==> src/rtl/pqad_pkg.sv <==
`timescale 1ns / 1ps
package pqad_pkg;
    localparam int MAX_SUBQ      = 8;
    localparam int MAX_CENTROIDS = 256;
    localparam int MAX_SUBDIM    = 32;
    localparam int SQ_W   = $clog2(MAX_SUBQ);
    localparam int CENT_W = $clog2(MAX_CENTROIDS);
    localparam int DIM_W  = $clog2(MAX_SUBDIM);
    localparam int CB_AW  = SQ_W + CENT_W + DIM_W;
    localparam int TB_AW  = SQ_W + CENT_W;
    // A coordinate spans minus one to plus one inclusive, which needs 16 bits.
    localparam int COORD_W = 16;
    localparam int ENTRY_W = 40;
    localparam int DIST_W  = 44;
    localparam logic signed [ENTRY_W-1:0] ENTRY_MAX = {1'b0, {(ENTRY_W-1){1'b1}}};
    localparam logic signed [ENTRY_W-1:0] ENTRY_MIN = {1'b1, {(ENTRY_W-1){1'b0}}};
    localparam logic signed [DIST_W-1:0] ONE_Q28 = DIST_W'(64'sd1 <<< 28);

    typedef enum logic [1:0] {
        ACT_CODEBOOK = 2'd0,
        ACT_QUERY    = 2'd1,
        ACT_CODE     = 2'd2,
        ACT_NONE     = 2'd3
    } action_t;

    typedef enum logic [1:0] {
        REG_NSQ   = 2'd0,
        REG_BITS  = 2'd1,
        REG_NCENT = 2'd2,
        REG_SDIM  = 2'd3
    } reg_idx_t;

    typedef enum logic [2:0] {
        ST_IDLE,
        ST_QUERY,
        ST_CODE,
        ST_DRAIN,
        ST_OUT
    } state_t;

    // Clamped configuration as seen by the datapath.
    typedef struct packed {
        logic [SQ_W:0]   nsq;
        logic [3:0]      bits;
        logic [CENT_W:0] ncent;
        logic [DIM_W:0]  sdim;
    } cfg_t;
endpackage

==> src/rtl/pqad_regs.sv <==
`timescale 1ns / 1ps
module pqad_regs (
    input  logic              clk,
    input  logic              rst_n,
    input  logic              psel,
    input  logic              penable,
    input  logic              pwrite,
    input  logic [3:0]        paddr,
    input  logic [31:0]       pwdata,
    output logic [31:0]       prdata,
    output logic              pready,
    output pqad_pkg::cfg_t    cfg
);
    import pqad_pkg::*;

    logic [3:0] nsq_reg, bits_reg, nsq_next, bits_next;
    logic [8:0] ncent_reg, ncent_next;
    logic [5:0] sdim_reg, sdim_next;
    logic       wr_en;
    reg_idx_t   idx;

    assign pready = 1'b1;
    assign wr_en  = psel && penable && pwrite;
    assign idx    = reg_idx_t'(paddr[3:2]);

    always_comb
    begin
        nsq_next   = nsq_reg;
        bits_next  = bits_reg;
        ncent_next = ncent_reg;
        sdim_next  = sdim_reg;
        if (wr_en)
        begin
            case (idx)
                REG_NSQ:   nsq_next   = pwdata[3:0];
                REG_BITS:  bits_next  = pwdata[3:0];
                REG_NCENT: ncent_next = pwdata[8:0];
                REG_SDIM:  sdim_next  = pwdata[5:0];
                default:   ;
            endcase
        end
    end

    always_ff @(posedge clk or negedge rst_n)
    begin
        if (!rst_n)
        begin
            nsq_reg   <= 4'd8;
            bits_reg  <= 4'd8;
            ncent_reg <= 9'd256;
            sdim_reg  <= 6'd8;
        end
        else
        begin
            nsq_reg   <= nsq_next;
            bits_reg  <= bits_next;
            ncent_reg <= ncent_next;
            sdim_reg  <= sdim_next;
        end
    end

    always_comb
    begin
        case (idx)
            REG_NSQ:   prdata = {28'd0, nsq_reg};
            REG_BITS:  prdata = {28'd0, bits_reg};
            REG_NCENT: prdata = {23'd0, ncent_reg};
            REG_SDIM:  prdata = {26'd0, sdim_reg};
            default:   prdata = 32'd0;
        endcase
    end

    // Registers are used clamped to their legal ranges.
    always_comb
    begin
        if (nsq_reg == 4'd0)
            cfg.nsq = (SQ_W+1)'(1);
        else if (nsq_reg > 4'(MAX_SUBQ))
            cfg.nsq = (SQ_W+1)'(MAX_SUBQ);
        else
            cfg.nsq = (SQ_W+1)'(nsq_reg);
        if (bits_reg == 4'd0)
            cfg.bits = 4'd1;
        else if (bits_reg > 4'd8)
            cfg.bits = 4'd8;
        else
            cfg.bits = bits_reg;
        if (ncent_reg == 9'd0)
            cfg.ncent = (CENT_W+1)'(1);
        else if (ncent_reg > 9'(MAX_CENTROIDS))
            cfg.ncent = (CENT_W+1)'(MAX_CENTROIDS);
        else
            cfg.ncent = (CENT_W+1)'(ncent_reg);
        if (sdim_reg == 6'd0)
            cfg.sdim = (DIM_W+1)'(1);
        else if (sdim_reg > 6'(MAX_SUBDIM))
            cfg.sdim = (DIM_W+1)'(MAX_SUBDIM);
        else
            cfg.sdim = (DIM_W+1)'(sdim_reg);
    end
endmodule

==> config.mk <==
export PLATFORM = sky130hd
export DESIGN_NAME = pqad_regs
export DESIGN_NICKNAME = d
export VERILOG_FILES = /design/src/rtl/pqad_pkg.sv /design/src/rtl/pqad_regs.sv
export SDC_FILE = /design/constraint.sdc
export NUM_CORES = 1
export LEC_CHECK = 0
export ABC_AREA = 1
export BUFFER_PORTS_ARGS = -buffer_cell sky130_fd_sc_hd__buf_2
export CAP_MARGIN = 0
export CORE_MARGIN = 1.5
export CORE_UTILIZATION = 44
export CTS_CLUSTER_DIAMETER = 40
export DETAILED_ROUTE_END_ITERATION = 12
export PLACE_DENSITY = 0.93
export SYNTH_ARGS = -nofsm -noshare
export SYNTH_HDL_FRONTEND = slang
export SYNTH_SLANG_ARGS = --single-unit
==> constraint.sdc <==
create_clock -name clk -period 3.4 [get_ports clk]
set_clock_uncertainty 0.2 [all_clocks]
set_input_delay 0.51 -clock clk [delete_from_list [all_inputs] [get_ports clk]]
set_output_delay 0.51 -clock clk [all_outputs]
set_load 0.005 [all_outputs]
==> After elaboration in Yosys (flattened, before gate mapping) <==
Cells that the tools add are included.
{ "op_classes": {"addsub": 0, "n_mul": 0, "div": 0, "magnitude_cmp": 4, "n_eq_ne": 3, "shift": 0, "n_mux": 9, "bitwise_logic": 0, "n_reduce_logical": 11} }
{ "op_table": {"columns": ["op", "count"], "rows": [
  ["$pmux 32 s4", 1],
  ["$mux 9", 2],
  ["$mux 4", 4],
  ["$mux 6", 2],
  ["$gt 9x9->1 const B", 1],
  ["$logic_not 9->1", 1],
  ["$gt 4x4->1 const B", 2],
  ["$logic_not 4->1", 2],
  ["$reduce_and 2->1", 4],
  ["$gt 6x6->1 const B", 1],
  ["$logic_not 6->1", 1],
  ["$eq 2x2->1 const B", 2],
  ["$eq 2x1->1 const B", 1],
  ["$logic_and 1x1->1", 2],
  ["$logic_not 2->1", 1]
]} }
{ "word_totals": {"regBits": 23, "latchBits": 0, "mem_bits_rw": 0, "romBits": 0, "in_bits": 41, "out_inout_bits": 56, "wordCells": 31, "n_memories": 0} }

==> Depth between registers and ports, before layout <==
{ "logic_depth": {"ltp_word": 3, "mapped_depth": 6, "mapped_depth_nobuf": 6} }

==> Worst setup path before layout <==
OpenSTA, ideal clock, no wires.
{ "synth_timing": {"kind": "input-to-output", "startpoint": "input port paddr[2]", "endpoint": "output port prdata[0]", "t_arrival_ns": 0.973, "required_time_ns": 2.690, "setup_slack_ns": 1.717, "path_stages": 5, "n_path_buf": 0, "cell_sequence": "inv_1 nand2_1 inv_1 nand2_1 nand4_1"} }
{ "synth_between": {"elab_chain_cells": 2, "word_cells_on_any_way": 5, "classes_between": "3 x eq/ne; 1 x mux; 1 x reduce/logical"} }
{ "synth_lines": {"columns": ["item", "line_no", "text"], "rows": [
  ["from (decl)", "pqad_regs.sv:8", "input logic [3:0] paddr,"],
  ["$eq 2x2->1 (tied with other cells)", "pqad_regs.sv:64", "case (idx)"],
  ["$pmux 32 s4 *", "pqad_regs.sv:64", null],
  ["to (decl)", "pqad_regs.sv:10", "output logic [31:0] prdata,"]
]} }
Mark *: on every way between the ends. The rest lies on a longest branch, timed or not. The select of a mux whose other input is x is not followed.

==> impl_results.md <==
- Outcome: finished, final reports clean
- Critical Path Sink Type: output port
- Remaining routing DRC violations: 0
- Synth Warn #: 0
- Clock-pin slew on the worst setup and hold paths: 0.12 ns
- Via Count: about 1300
- Seq cells post-synth: 23
- Syn_area_per_cell: roughly 7 um2
- Sw frac: 0.3639
- Total track usage: 0.1755
- Vias in the first global route: about 1100
- Commonest cells in the netlist: 46 x nand2_1, 30 x inv_1, 25 x buf_4, 25 x nor2_1, 24 x o21ai_0
- GP Congestion: between 0.9 and 1
- Minimum clock period: roughly 2.2 ns
- # nets final: ~280
- Die W: roughly 60 um
- Share of cells above drive strength 1: 0.2355
- Antenna diodes: 0
- DR iter-0 viols: 56
- Sequential fraction of the synthesis area: 0.4099
- Fin Setup TNS: 0 ns
- Vias/cell: 4.524
- Cell area after synthesis: 1416 um2
- Core area: just over 3000 um2
- Die Area: 3568 um2
- Vert. Die Dim: approximately 60 um
- TritonCTS clock tree: done
- Clock Latency Late Sink: roughly 0.31 ns
- Clk buf depth: 2
- CTS root buf: clkbuf_4
- GRT overflow: 0
- Initial DRT Pass Iterations: 4
- Slew Limit Fails: 0
- Ranking of synthesized cells by area: dfrtp_1 34%, buf_4 13%, nand2_1 12%
- Unrepaired setup endpoints after global routing: no
- GR Layer Usage met3: 0.03896
- Sw power: a little under 300 uW
- Internal power: roughly 510 uW
- Max reg flops: 9
- Gate power share: 0.342
- CTS H-tree depth: 1
- Routed wire per std cell: approximately 11 um
- WP data arrival: 1.45 ns
- DRT Wirelength: ~3000 um
- Mapped Cells: ~200
- Largest net degree at the start of global routing: 24
- First-pass GRT wire length: ~4700 um
- Clock power frac: 0.158
- GRT met1 Usage: 0.2109
- Worst setup SP type: register
- Max Cap Violations: 0
- Final setup vio count: 0
- Slew HR: 0.6289
- Number of setup buffers added after CTS: 0
- Power per cell area: 494.7 nW/um2
- Io pins: 97
- Power share of the sequential group: 0.501
- Met2 usage in global routing: 0.2997
- FFs w/ async S/R, synth: 1.000
- Row count: 20
- Predominant post-synthesis flop cell: dfrtp_1
- Initial antenna violation count: 0
- Num Clock Sinks: 23
- Endpoints failing hold: 0
- Critical path required time: roughly 2.7 ns
- Number of synthesized flops with an enable pin: 0
- Place WS: around 1.3 ns
- CTS resizes: 0
- Most frequent cell after synthesis: nand2_1
- Period utilization: 0.6363
- Antenna Nets Post-Route: 0
- Crit Path Max Fanout: 6
- Area grow syn2layout: 13.87%
- Unique masters post-synth: 17
- Worst slew pin tran: roughly 0.55 ns
- Area leader, netlist: dfrtp_1
- Top-area cell type share of the netlist area: 0.3357
- Port buffer count: 47
- Max Fclk: between 400 and 500 MHz
- Hold-fix buffer count after cts: 1
- CP Class: reg2out
- Starting Density: 0.4639
- HP Class: in2reg
- Worst setup margin: around 1.2 ns
- Detail Placement HPWL: roughly 2400 um
- Leak: slightly below 0.0009 uW
- Num CTS Buffers: 3
- GRT Max-Usage Layer: met2
- Worst vdd ir: 0.2070 mV
-- layout make-up --
type / instances / area (um2)
multi-input combinational: 137 / 591.8
sequential: 23 / 580.6
tap: 44 / 55.05
fill: 299 / 1440
timing repair buffer: 48 / 245.2
inverter: 30 / 112.6
clock inverter: 1 / 5.005
clock buffer: 3 / 22.52
-- worst max-delay path, cell delays in order, from the launching register on --
cell     delay [ns]
dfstp_2        0.56
inv_1          0.08
nor2_1         0.30
nor2_1         0.07
buf_2          0.13
-- layer usage --
layer  vias up  wire length, um
met5         -                0
met4         0               62
met3         8              205
met2        58             1506
met1       581             1239
li1        647                -
-- power by group through the flow --
stage               combinational, uW  sequential [uW]  clock, uW
floorplan                         182              388          0
global route                      315              412        138
detailed placement                273              404          0
CTS                               275              399        126
global placement                  264              402          0
finish                            273              399        126
-- cells in the final DEF (no fill, tap or decap) --
cell type       n
a21oi_1         5
buf_2          47
clkbuf_4        3
clkinv_2        1
conb_1         24
dfrtp_1        19
dfstp_2         4
dlygate4sd3_1   1
inv_1          30
nand2_1        46
nand3_1         1
nand4_1         6
nor2_1         25
nor2_4          2
nor3_1          1
o21a_1          1
o21ai_0        24
o22ai_1         2
-- metrics by stage --
step	instances	cell area (um2)	util	total power, uW	hold WS [ns]
after global routing	286	1613	0.5283	864.8	0.2028
after detailed placement	281	1575	0.5160	677.6	0.2990
after global placement	281	1575	0.5160	666.0	0.2933
after CTS	286	1613	0.5283	800.1	0.1988
final	286	1613	0.5283	797.9	0.1979
after floorplan	220	1499	-	570.4	0.01441
-- kinds of logic after synthesis --
kind of cell | synth area share
buffers and inverters | 0.2306
and+or+nand+nor | 0.2376
AOI/OAI and AO/OA | 0.1166
other | 0.005302
DFF | 0.4099
-- final timing paths --
path | endpoint | from | cells past startpoint | slack, ns
min | ncent_reg[7]$_DFFE_PN0P_ | pwdata[7] | 3 | 0.20
max in group asynchronous | sdim_reg[3]$_DFFE_PN1P_ | rst_n | 2 | 2.18
min reg2reg | nsq_reg[3]$_DFFE_PN1P_ | nsq_reg[3]$_DFFE_PN1P_ | 2 | 0.34
max | cfg[9] | ncent_reg[8]$_DFFE_PN1P_ | 4 | 1.24
min in group asynchronous | bits_reg[2]$_DFFE_PN0P_ | rst_n | 2 | 0.47
max reg2reg | bits_reg[3]$_DFFE_PN1P_ | bits_reg[3]$_DFFE_PN1P_ | 2 | 2.31
Power figures use the tool's default switching activity.
